==> src/hdl/motion_step_fall_detector_core_assert.svh <==
// assertion macros used by the motion step / fall detector tracker
// each macro expects clk and rst_n in scope
`ifndef MOTION_STEP_FALL_DETECTOR_CORE_ASSERT_SVH
`define MOTION_STEP_FALL_DETECTOR_CORE_ASSERT_SVH

// same-cycle implication
`define MSFD_ASSERT_IMP(label, ante, cons) \
    label: assert property (@(posedge clk) disable iff (!rst_n) (ante) |-> (cons)) \
        else $error("msfd assertion failed");

// next-cycle implication
`define MSFD_ASSERT_NXT(label, ante, cons) \
    label: assert property (@(posedge clk) disable iff (!rst_n) (ante) |=> (cons)) \
        else $error("msfd assertion failed");

`endif

==> src/hdl/msfd_pkg.sv <==
`timescale 1ns / 1ps
// ----------------------------------------------------------------------------
// msfd_pkg
// Types and constants shared by the motion step / fall detector modules.
// ----------------------------------------------------------------------------
package msfd_pkg;

    // field widths
    localparam int ACC_W   = 14;
    localparam int TIME_W  = 32;
    localparam int MG_W    = 13;
    localparam int MS16_W  = 16;
    localparam int SQR_W   = 27;   // one squared axis, up to 2^26
    localparam int M2_W    = 28;   // sum of three squares
    localparam int HI_W    = 14;   // 1 g plus threshold
    localparam int LO_W    = 10;   // 1 g minus threshold
    localparam int THSQ_W  = 26;   // squared 13-bit threshold
    localparam int IN_W    = 80;
    localparam int OUT_W   = 40;
    localparam int ADDR_W  = 5;
    localparam int DATA_W  = 32;

    localparam logic [HI_W-1:0] ONE_G_MG = 14'd1000;

    // register indexes
    localparam logic [2:0] REG_MOVE_TH   = 3'd0;
    localparam logic [2:0] REG_STEP_TH   = 3'd1;
    localparam logic [2:0] REG_STEP_DEB  = 3'd2;
    localparam logic [2:0] REG_FF_TH     = 3'd3;
    localparam logic [2:0] REG_IMPACT_TH = 3'd4;
    localparam logic [2:0] REG_FALL_WIN  = 3'd5;
    localparam logic [2:0] REG_ALERT_MS  = 3'd6;

    // reset values
    localparam logic [MG_W-1:0]   RST_MOVE_TH   = 13'd100;
    localparam logic [MG_W-1:0]   RST_STEP_TH   = 13'd1200;
    localparam logic [MS16_W-1:0] RST_STEP_DEB  = 16'd300;
    localparam logic [MG_W-1:0]   RST_FF_TH     = 13'd400;
    localparam logic [MG_W-1:0]   RST_IMPACT_TH = 13'd2500;
    localparam logic [MS16_W-1:0] RST_FALL_WIN  = 16'd1000;
    localparam logic [TIME_W-1:0] RST_ALERT_MS  = 32'd30000;

    // timing settings used by the tracker
    typedef struct packed {
        logic [MS16_W-1:0] step_debounce_ms;
        logic [MS16_W-1:0] fall_window_ms;
        logic [TIME_W-1:0] fall_alert_ms;
    } msfd_cfg_t;

    // squared thresholds used by the datapath
    typedef struct packed {
        logic [M2_W-1:0]   move_hi_sq;
        logic [2*LO_W-1:0] move_lo_sq;
        logic              move_lo_en;
        logic [THSQ_W-1:0] step_sq;
        logic [THSQ_W-1:0] ff_sq;
        logic [THSQ_W-1:0] impact_sq;
    } msfd_sq_t;

    // per-sample level flags
    typedef struct packed {
        logic moving;
        logic above_step;
        logic free_fall;
        logic impact;
    } msfd_flags_t;

endpackage

==> src/hdl/msfd_regs.sv <==
`timescale 1ns / 1ps
// ----------------------------------------------------------------------------
// msfd_regs
// Configuration registers on the APB port, plus squared thresholds.
// ----------------------------------------------------------------------------
module msfd_regs (
    input  logic                         clk,
    input  logic                         rst_n,
    input  logic                         psel,
    input  logic                         penable,
    input  logic                         pwrite,
    input  logic [msfd_pkg::ADDR_W-1:0]  paddr,
    input  logic [msfd_pkg::DATA_W-1:0]  pwdata,
    output logic [msfd_pkg::DATA_W-1:0]  prdata,
    output logic                         pready,
    output msfd_pkg::msfd_cfg_t          cfg,
    output msfd_pkg::msfd_sq_t           sq
);
    import msfd_pkg::*;

    logic [MG_W-1:0]   move_th_reg;
    logic [MG_W-1:0]   step_th_reg;
    logic [MS16_W-1:0] step_deb_reg;
    logic [MG_W-1:0]   ff_th_reg;
    logic [MG_W-1:0]   impact_th_reg;
    logic [MS16_W-1:0] fall_win_reg;
    logic [TIME_W-1:0] alert_ms_reg;
    logic [2:0]        reg_idx;
    logic              wr_en;
    logic [HI_W-1:0]   move_hi;
    logic [LO_W-1:0]   move_lo;
    msfd_sq_t          sq_reg;
    msfd_sq_t          sq_next;

    assign pready  = 1'b1;
    assign reg_idx = paddr[4:2];
    assign wr_en   = psel && penable && pwrite && pready;

    // register writes
    always_ff @(posedge clk or negedge rst_n)
    begin
        if (!rst_n)
        begin
            move_th_reg   <= RST_MOVE_TH;
            step_th_reg   <= RST_STEP_TH;
            step_deb_reg  <= RST_STEP_DEB;
            ff_th_reg     <= RST_FF_TH;
            impact_th_reg <= RST_IMPACT_TH;
            fall_win_reg  <= RST_FALL_WIN;
            alert_ms_reg  <= RST_ALERT_MS;
        end
        else if (wr_en)
        begin
            case (reg_idx)
                REG_MOVE_TH:   move_th_reg   <= pwdata[MG_W-1:0];
                REG_STEP_TH:   step_th_reg   <= pwdata[MG_W-1:0];
                REG_STEP_DEB:  step_deb_reg  <= pwdata[MS16_W-1:0];
                REG_FF_TH:     ff_th_reg     <= pwdata[MG_W-1:0];
                REG_IMPACT_TH: impact_th_reg <= pwdata[MG_W-1:0];
                REG_FALL_WIN:  fall_win_reg  <= pwdata[MS16_W-1:0];
                REG_ALERT_MS:  alert_ms_reg  <= pwdata;
                default:       ;
            endcase
        end
    end

    // read mux
    always_comb
    begin
        case (reg_idx)
            REG_MOVE_TH:   prdata = {{(DATA_W-MG_W){1'b0}}, move_th_reg};
            REG_STEP_TH:   prdata = {{(DATA_W-MG_W){1'b0}}, step_th_reg};
            REG_STEP_DEB:  prdata = {{(DATA_W-MS16_W){1'b0}}, step_deb_reg};
            REG_FF_TH:     prdata = {{(DATA_W-MG_W){1'b0}}, ff_th_reg};
            REG_IMPACT_TH: prdata = {{(DATA_W-MG_W){1'b0}}, impact_th_reg};
            REG_FALL_WIN:  prdata = {{(DATA_W-MS16_W){1'b0}}, fall_win_reg};
            REG_ALERT_MS:  prdata = alert_ms_reg;
            default:       prdata = '0;
        endcase
    end

    // squared thresholds, one multiplier each, registered
    always_comb
    begin
        move_hi            = ONE_G_MG + {1'b0, move_th_reg};
        move_lo            = LO_W'(ONE_G_MG - {1'b0, move_th_reg});
        sq_next.move_hi_sq = M2_W'(move_hi) * M2_W'(move_hi);
        sq_next.move_lo_sq = move_lo * move_lo;
        sq_next.move_lo_en = ({1'b0, move_th_reg} < ONE_G_MG);
        sq_next.step_sq    = step_th_reg * step_th_reg;
        sq_next.ff_sq      = ff_th_reg * ff_th_reg;
        sq_next.impact_sq  = impact_th_reg * impact_th_reg;
    end

    always_ff @(posedge clk)
    begin
        sq_reg <= sq_next;
    end

    assign sq = sq_reg;

    assign cfg.step_debounce_ms = step_deb_reg;
    assign cfg.fall_window_ms   = fall_win_reg;
    assign cfg.fall_alert_ms    = alert_ms_reg;

endmodule

==> src/hdl/msfd_datapath.sv <==
`timescale 1ns / 1ps
// ----------------------------------------------------------------------------
// msfd_datapath
// Input register, squares, magnitude sum and threshold compares.
// ----------------------------------------------------------------------------
module msfd_datapath (
    input  logic                         clk,
    input  logic                         rst_n,
    input  logic                         adv,
    input  logic                         in_valid,
    input  logic [msfd_pkg::IN_W-1:0]    in_data,
    input  msfd_pkg::msfd_sq_t           sq,
    output logic                         d_valid,
    output msfd_pkg::msfd_flags_t        d_flags,
    output logic [msfd_pkg::TIME_W-1:0]  d_time
);
    import msfd_pkg::*;

    logic                     a_valid_reg, b_valid_reg, c_valid_reg, d_valid_reg;
    logic signed [ACC_W-1:0]  ax_reg, ay_reg, az_reg;
    logic [TIME_W-1:0]        a_time_reg, b_time_reg, c_time_reg, d_time_reg;
    logic [SQR_W-1:0]         bx_reg, by_reg, bz_reg;
    logic [SQR_W-1:0]         bx_next, by_next, bz_next;
    logic [M2_W-1:0]          m2_reg;
    logic [M2_W-1:0]          m2_next;
    msfd_flags_t              flags_reg;
    msfd_flags_t              flags_next;

    // stage valids, whole pipe moves together
    always_ff @(posedge clk or negedge rst_n)
    begin
        if (!rst_n)
        begin
            a_valid_reg <= 1'b0;
            b_valid_reg <= 1'b0;
            c_valid_reg <= 1'b0;
            d_valid_reg <= 1'b0;
        end
        else if (adv)
        begin
            a_valid_reg <= in_valid;
            b_valid_reg <= a_valid_reg;
            c_valid_reg <= b_valid_reg;
            d_valid_reg <= c_valid_reg;
        end
    end

    // squares of each axis, operands sign-extended to the square width
    always_comb
    begin
        bx_next = SQR_W'(ax_reg) * SQR_W'(ax_reg);
        by_next = SQR_W'(ay_reg) * SQR_W'(ay_reg);
        bz_next = SQR_W'(az_reg) * SQR_W'(az_reg);
        m2_next = M2_W'(bx_reg) + M2_W'(by_reg) + M2_W'(bz_reg);
    end

    // threshold compares on the squared magnitude
    always_comb
    begin
        flags_next.moving     = (m2_reg > sq.move_hi_sq) ||
                                (sq.move_lo_en && (m2_reg < M2_W'(sq.move_lo_sq)));
        flags_next.above_step = m2_reg > M2_W'(sq.step_sq);
        flags_next.free_fall  = m2_reg < M2_W'(sq.ff_sq);
        flags_next.impact     = m2_reg > M2_W'(sq.impact_sq);
    end

    // payload stages
    always_ff @(posedge clk)
    begin
        if (adv)
        begin
            ax_reg     <= in_data[ACC_W-1:0];
            ay_reg     <= in_data[2*ACC_W-1:ACC_W];
            az_reg     <= in_data[3*ACC_W-1:2*ACC_W];
            a_time_reg <= in_data[3*ACC_W+TIME_W-1:3*ACC_W];
            bx_reg     <= bx_next;
            by_reg     <= by_next;
            bz_reg     <= bz_next;
            b_time_reg <= a_time_reg;
            m2_reg     <= m2_next;
            c_time_reg <= b_time_reg;
            flags_reg  <= flags_next;
            d_time_reg <= c_time_reg;
        end
    end

    assign d_valid = d_valid_reg;
    assign d_flags = flags_reg;
    assign d_time  = d_time_reg;

endmodule

==> src/hdl/msfd_tracker.sv <==
`timescale 1ns / 1ps
// ----------------------------------------------------------------------------
// msfd_tracker
// Step, fall and alert state, and the output register.
// ----------------------------------------------------------------------------
module msfd_tracker (
    input  logic                         clk,
    input  logic                         rst_n,
    input  logic                         d_valid,
    input  msfd_pkg::msfd_flags_t        d_flags,
    input  logic [msfd_pkg::TIME_W-1:0]  d_time,
    input  msfd_pkg::msfd_cfg_t          cfg,
    input  logic                         m_axis_tready,
    output logic                         m_axis_tvalid,
    output logic [msfd_pkg::OUT_W-1:0]   m_axis_tdata,
    output logic                         adv
);
    import msfd_pkg::*;

    logic              was_above_reg, was_above_next;
    logic [TIME_W-1:0] last_step_reg, last_step_next;
    logic [TIME_W-1:0] step_total_reg, step_total_next;
    logic              fall_armed_reg, fall_armed_next;
    logic [TIME_W-1:0] ff_time_reg, ff_time_next;
    logic              alert_active_reg, alert_active_next;
    logic [TIME_W-1:0] alert_time_reg, alert_time_next;
    logic              out_valid_reg;
    logic [OUT_W-1:0]  out_data_reg, out_data_next;
    logic              step_hit;
    logic              fall_hit;
    logic              take;

    // pipe moves when the output slot is free or being drained
    assign adv  = !out_valid_reg || m_axis_tready;
    assign take = adv && d_valid;

    // per-sample state update
    always_comb
    begin
        step_hit = d_flags.above_step && !was_above_reg &&
                   ((d_time - last_step_reg) >= TIME_W'(cfg.step_debounce_ms));
        step_total_next = step_hit ? step_total_reg + 1'b1 : step_total_reg;
        last_step_next  = step_hit ? d_time : last_step_reg;
        was_above_next  = d_flags.above_step;

        // free fall arms the candidate
        fall_armed_next = fall_armed_reg || d_flags.free_fall;
        ff_time_next    = d_flags.free_fall ? d_time : ff_time_reg;

        // impact inside the window confirms it
        fall_hit = fall_armed_next && d_flags.impact &&
                   ((d_time - ff_time_next) <= TIME_W'(cfg.fall_window_ms));
        alert_active_next = alert_active_reg;
        alert_time_next   = alert_time_reg;
        if (fall_hit)
        begin
            alert_active_next = 1'b1;
            alert_time_next   = d_time;
            fall_armed_next   = 1'b0;
        end

        // alert expiry
        if (alert_active_next && ((d_time - alert_time_next) > cfg.fall_alert_ms))
        begin
            alert_active_next = 1'b0;
        end

        out_data_next = {{(OUT_W-TIME_W-2){1'b0}}, alert_active_next,
                         step_total_next, d_flags.moving};
    end

    // state registers
    always_ff @(posedge clk or negedge rst_n)
    begin
        if (!rst_n)
        begin
            was_above_reg    <= 1'b0;
            last_step_reg    <= '0;
            step_total_reg   <= '0;
            fall_armed_reg   <= 1'b0;
            ff_time_reg      <= '0;
            alert_active_reg <= 1'b0;
            alert_time_reg   <= '0;
        end
        else if (take)
        begin
            was_above_reg    <= was_above_next;
            last_step_reg    <= last_step_next;
            step_total_reg   <= step_total_next;
            fall_armed_reg   <= fall_armed_next;
            ff_time_reg      <= ff_time_next;
            alert_active_reg <= alert_active_next;
            alert_time_reg   <= alert_time_next;
        end
    end

    // output register
    always_ff @(posedge clk or negedge rst_n)
    begin
        if (!rst_n)
        begin
            out_valid_reg <= 1'b0;
        end
        else if (adv)
        begin
            out_valid_reg <= d_valid;
        end
    end

    always_ff @(posedge clk)
    begin
        if (take)
        begin
            out_data_reg <= out_data_next;
        end
    end

    assign m_axis_tvalid = out_valid_reg;
    assign m_axis_tdata  = out_data_reg;

`include "motion_step_fall_detector_core_assert.svh"

    // a sample below the step level never counts a step
    `MSFD_ASSERT_NXT(a_no_step_below, take && !d_flags.above_step, step_total_reg == $past(step_total_reg))
    // a raised alert always leaves the candidate disarmed
    `MSFD_ASSERT_IMP(a_alert_disarms, $rose(alert_active_reg), !fall_armed_reg)
    // state is frozen while the output is stalled
    `MSFD_ASSERT_NXT(a_stall_holds, !adv, $stable(step_total_reg) && $stable(alert_active_reg))

endmodule

==> src/hdl/motion_step_fall_detector_core.sv <==
`timescale 1ns / 1ps
// ----------------------------------------------------------------------------
// motion_step_fall_detector_core
// Accelerometer step counter, movement flag and fall detector.
// ----------------------------------------------------------------------------
//  channel   | dir | payload
//  s_axis    | in  | accel_x/y/z_mg (14b signed each), time_ms (32b)
//  m_axis    | out | moving (1b), steps (32b), fall_alert (1b)
//  apb       | cfg | seven threshold and timing registers at 4*index
//
// one sample per cycle while m_axis does not stall; a request's result passes through
// the input reg, then squares, magnitude sum, compares, state and output register
// rst_n clears all tracker state and loads register defaults
// stalls on m_axis freeze the whole pipe; s_axis_tready follows the output slot
module motion_step_fall_detector_core (
    input  logic                         clk,
    input  logic                         rst_n,
    // {time_ms[73:42], accel_z_mg[41:28], accel_y_mg[27:14], accel_x_mg[13:0]}
    input  logic [msfd_pkg::IN_W-1:0]    s_axis_tdata,
    input  logic                         s_axis_tvalid,
    output logic                         s_axis_tready,
    // {fall_alert[33], steps[32:1], moving[0]}
    output logic [msfd_pkg::OUT_W-1:0]   m_axis_tdata,
    output logic                         m_axis_tvalid,
    input  logic                         m_axis_tready,
    input  logic                         psel,
    input  logic                         penable,
    input  logic                         pwrite,
    input  logic [msfd_pkg::ADDR_W-1:0]  paddr,
    input  logic [msfd_pkg::DATA_W-1:0]  pwdata,
    output logic [msfd_pkg::DATA_W-1:0]  prdata,
    output logic                         pready
);
    import msfd_pkg::*;

    msfd_cfg_t         cfg;
    msfd_sq_t          sq;
    msfd_flags_t       d_flags;
    logic              d_valid;
    logic [TIME_W-1:0] d_time;
    logic              adv;

    assign s_axis_tready = adv;

    msfd_regs u_regs (
        .clk     (clk),
        .rst_n   (rst_n),
        .psel    (psel),
        .penable (penable),
        .pwrite  (pwrite),
        .paddr   (paddr),
        .pwdata  (pwdata),
        .prdata  (prdata),
        .pready  (pready),
        .cfg     (cfg),
        .sq      (sq)
    );

    msfd_datapath u_datapath (
        .clk      (clk),
        .rst_n    (rst_n),
        .adv      (adv),
        .in_valid (s_axis_tvalid),
        .in_data  (s_axis_tdata),
        .sq       (sq),
        .d_valid  (d_valid),
        .d_flags  (d_flags),
        .d_time   (d_time)
    );

    msfd_tracker u_tracker (
        .clk           (clk),
        .rst_n         (rst_n),
        .d_valid       (d_valid),
        .d_flags       (d_flags),
        .d_time        (d_time),
        .cfg           (cfg),
        .m_axis_tready (m_axis_tready),
        .m_axis_tvalid (m_axis_tvalid),
        .m_axis_tdata  (m_axis_tdata),
        .adv           (adv)
    );

endmodule
==> config.mk <==
export PLATFORM = sky130hd
export DESIGN_NAME = motion_step_fall_detector_core
export DESIGN_NICKNAME = d
export VERILOG_FILES = /design/src/hdl/msfd_pkg.sv /design/src/hdl/msfd_regs.sv /design/src/hdl/msfd_datapath.sv /design/src/hdl/msfd_tracker.sv /design/src/hdl/motion_step_fall_detector_core.sv
export VERILOG_INCLUDE_DIRS = /design/src /design/src/hdl
export SDC_FILE = /design/constraint.sdc
export NUM_CORES = 2
export LEC_CHECK = 0
export CAP_MARGIN = 10
export CORE_ASPECT_RATIO = 1.4
export CORE_MARGIN = 2
export CORE_UTILIZATION = 60
export DETAILED_ROUTE_END_ITERATION = 10
export DONT_BUFFER_PORTS = 1
export PLACE_DENSITY = 0.79
export SYNTH_ARGS = -nofsm -noshare
export SYNTH_HDL_FRONTEND = slang
export SYNTH_SLANG_ARGS = --single-unit
==> constraint.sdc <==
create_clock -name clk -period 10.05 [get_ports clk]
set_input_delay 1.005 -clock clk [delete_from_list [all_inputs] [get_ports clk]]
set_output_delay 1.005 -clock clk [all_outputs]
set_load 0.03 [all_outputs]
==> flow_summary.toml <==
[place]
placed_area_um2 = 76900
gp_congestion = 0.924
dp_hpwl_mm = 142
io_buffers = 0

[cells_and_area]
largest_reg_flops = 120
final_common_cell = "inv_1"
syn_to_final_growth_pct = 7.01
layout_common_cells = "inv_1, fa_1, ha_1, nand2_1, nor2_1"
fin_nets = 9372
fin_area_um2 = 79900
layout-drive-gt1-share_pct = 6.08

[global_routing]
antenna_found_initial = 7
grtUsageTotal_pct = 29.4
grt_max_degree = 178
grt_pass1_vias = 57000
grt_pass1_wl_mm = 292
grt-ovfl-total = 0

[setup_path]
slowest_delay_ns = 0.57
cp_data_arrival_time_ns = 10.36
crit_path_max_fanout = 6
crit_top_cell = "a21o_1"
cp.required_ns = 10.68
crit_path_end_kind = "flop"
crit_slowest_cell = "or4_1"
crit_type = "flop to flop"
start_kind = "flop"

[clocking]
cts_made_buffers = 74
cts_tree = "done"
clkSinkCount = 686
clk_pin_slew_worst_paths_ns = 0.07
cts_max_level = 3
insertion_delay_ns = 0.72
cts_buffer_depth = 3
root_buffer = "clkbuf_16"

[hold_path]
hold_class = "input port to asynchronous set/reset pin"

[yosys]
seq_area_frac_synth_pct = 24.4
ys_top_cells_by_area = "fa_1, ha_1, edfxtp_1, dfrtp_1, inv_1"
ys_seq_elements = 686
ys_types = 87
synth_top_area_cell = "fa_1"
syn_area_um2 = 74600
syn_area_per_cell_um2 = 10.1
async_reset_ff_share_pct = 36.7
synth-warning-count = 0
synth_edf_count = 314
synth_top_area_share_pct = 26.7
synthFlopType = "edfxtp_1"
syn_inst = 7404

[die]
die_h_um = 421
rows = 153
dieArea_um2 = 127000
die-width_um = 302
core_area_um2 = 124000
io-pin-count = 199
start_util_pct = 60.3

[drt]
drtPass1Iterations = 7
viasPerCell = 5.72
ant_nets = 0
drtIter0Drc = 2913
drt-total-wl_mm = 180
drc_errors = 0
vias = 52200
post_drt_wl_per_cell_um = 19.7

[sta]
finalCritPeriodShare_pct = 96.8
rsz0062_at_grt = "true"
fmax_mhz = 103
setup_viol = 0
hold_viol = 0
fin_worst_skew_ns = 0.0511
slew_violations = 0
worstMarginPinSlew_ns = 1.18
post-route-min-period_ns = 9.73
relSlewSlack_pct = 20.6

[outcome]
status = "completed"

[flow_run]
drv_cap = 0
[per-layer routing]
layer,global-route usage [%],wire length (um)
met1,32.6,63800
met2,52.0,92800
met3,4.89,10400
met4,18.3,13000
met5,0,13
[cell usage after synthesis, drive strengths merged (120+ instances only)]
library cell / count
inv: 1435
fa: 996
ha: 826
nand2: 486
nor2: 416
edfxtp: 314
and2: 307
a21oi: 278
xnor2: 259
o21ai: 255
dfrtp: 220
clkbuf: 166
xor2: 143
dfxtp: 120
[worst max-delay path: cells and delay by family, from the launching register on]
kind | cells | cell delay (ns)
DFF | 1 | 0.45
buffers and inverters | 4 | 0.56
and+or+nand+nor | 15 | 3.01
adders and majority gates | 5 | 1.23
xor gates and xnor gates | 2 | 0.24
AOI/OAI and AO/OA | 19 | 3.87
muxes | 2 | 0.31
[repair_timing]
action / in CTS / in global routing
hold buffers: 4 / 0
buffers inserted: 1 / 7
pin swaps: 1 / 20
hold endpoints to repair: 177 / 0
setup endpoints to repair: 2 / 2
gates resized for setup: 7 / 38
[cells by family after synthesis]
family	count (synthesis)	share of synthesized area (%)
buf+inv	1632	8.25
fa+ha+maj	1822	40.6
xor+xnor	402	4.72
flops	686	24.4
other cells	2	0.0101
mux	195	2.89
compound gates	967	8.16
simple gates	1698	11.0
[final timing paths]
check                                                     from                                     end  slack (ns)  cells past startpoint
max                            u_datapath.d_flags[1]$_DFFE_PN_  u_tracker.alert_active_reg$_DFFE_PN0P_        0.32                     47
min                                                      rst_n         u_regs.ff_th_reg[8]$_DFFE_PN1P_        0.14                      0
max reg2reg                    u_datapath.d_flags[1]$_DFFE_PN_  u_tracker.alert_active_reg$_DFFE_PN0P_        0.32                     47
min reg2reg                u_datapath.c_time_reg[17]$_DFFE_PN_         u_datapath.d_time[17]$_DFFE_PN_        0.41                      0
max in group asynchronous                                rst_n    u_tracker.ff_time_reg[1]$_DFFE_PN0P_        8.43                      1
min in group clk                              s_axis_tdata[19]          u_datapath.ay_reg[5]$_DFFE_PN_        0.39                      0
[stage by stage]
stage / utilization [%] / TNS (ns) / std cells / hold WS, ns / setup WS, ns
after floorplan: - / 0 / 7413 / 0.397 / 0.0672
after global placement: 62.1 / -0.549 / 8965 / 0.401 / -0.301
after detailed placement: 62.1 / -0.675 / 8965 / 0.405 / -0.369
after CTS: 64.3 / 0 / 9108 / 0.0967 / 0.0105
after global routing: 64.5 / -0.252 / 9116 / 0.110 / -0.172
final: 64.5 / 0 / 9122 / 0.140 / 0.325
[area by class of cell]
class | count | area [um^2]
multi-input cells | 5095 | 50600
fillers | 9529 | 44000
flip-flops and latches | 686 | 18200
inverters | 1442 | 5410
well taps | 1627 | 2040
clock buffers | 88 | 1920
repair buffers | 127 | 1020
clock inverters | 50 | 714
diodes | 7 | 17.5
Power is left out: the tool's default activity adds up to more than one toggle a clock period on the data nets, which glitch-free logic cannot reach.
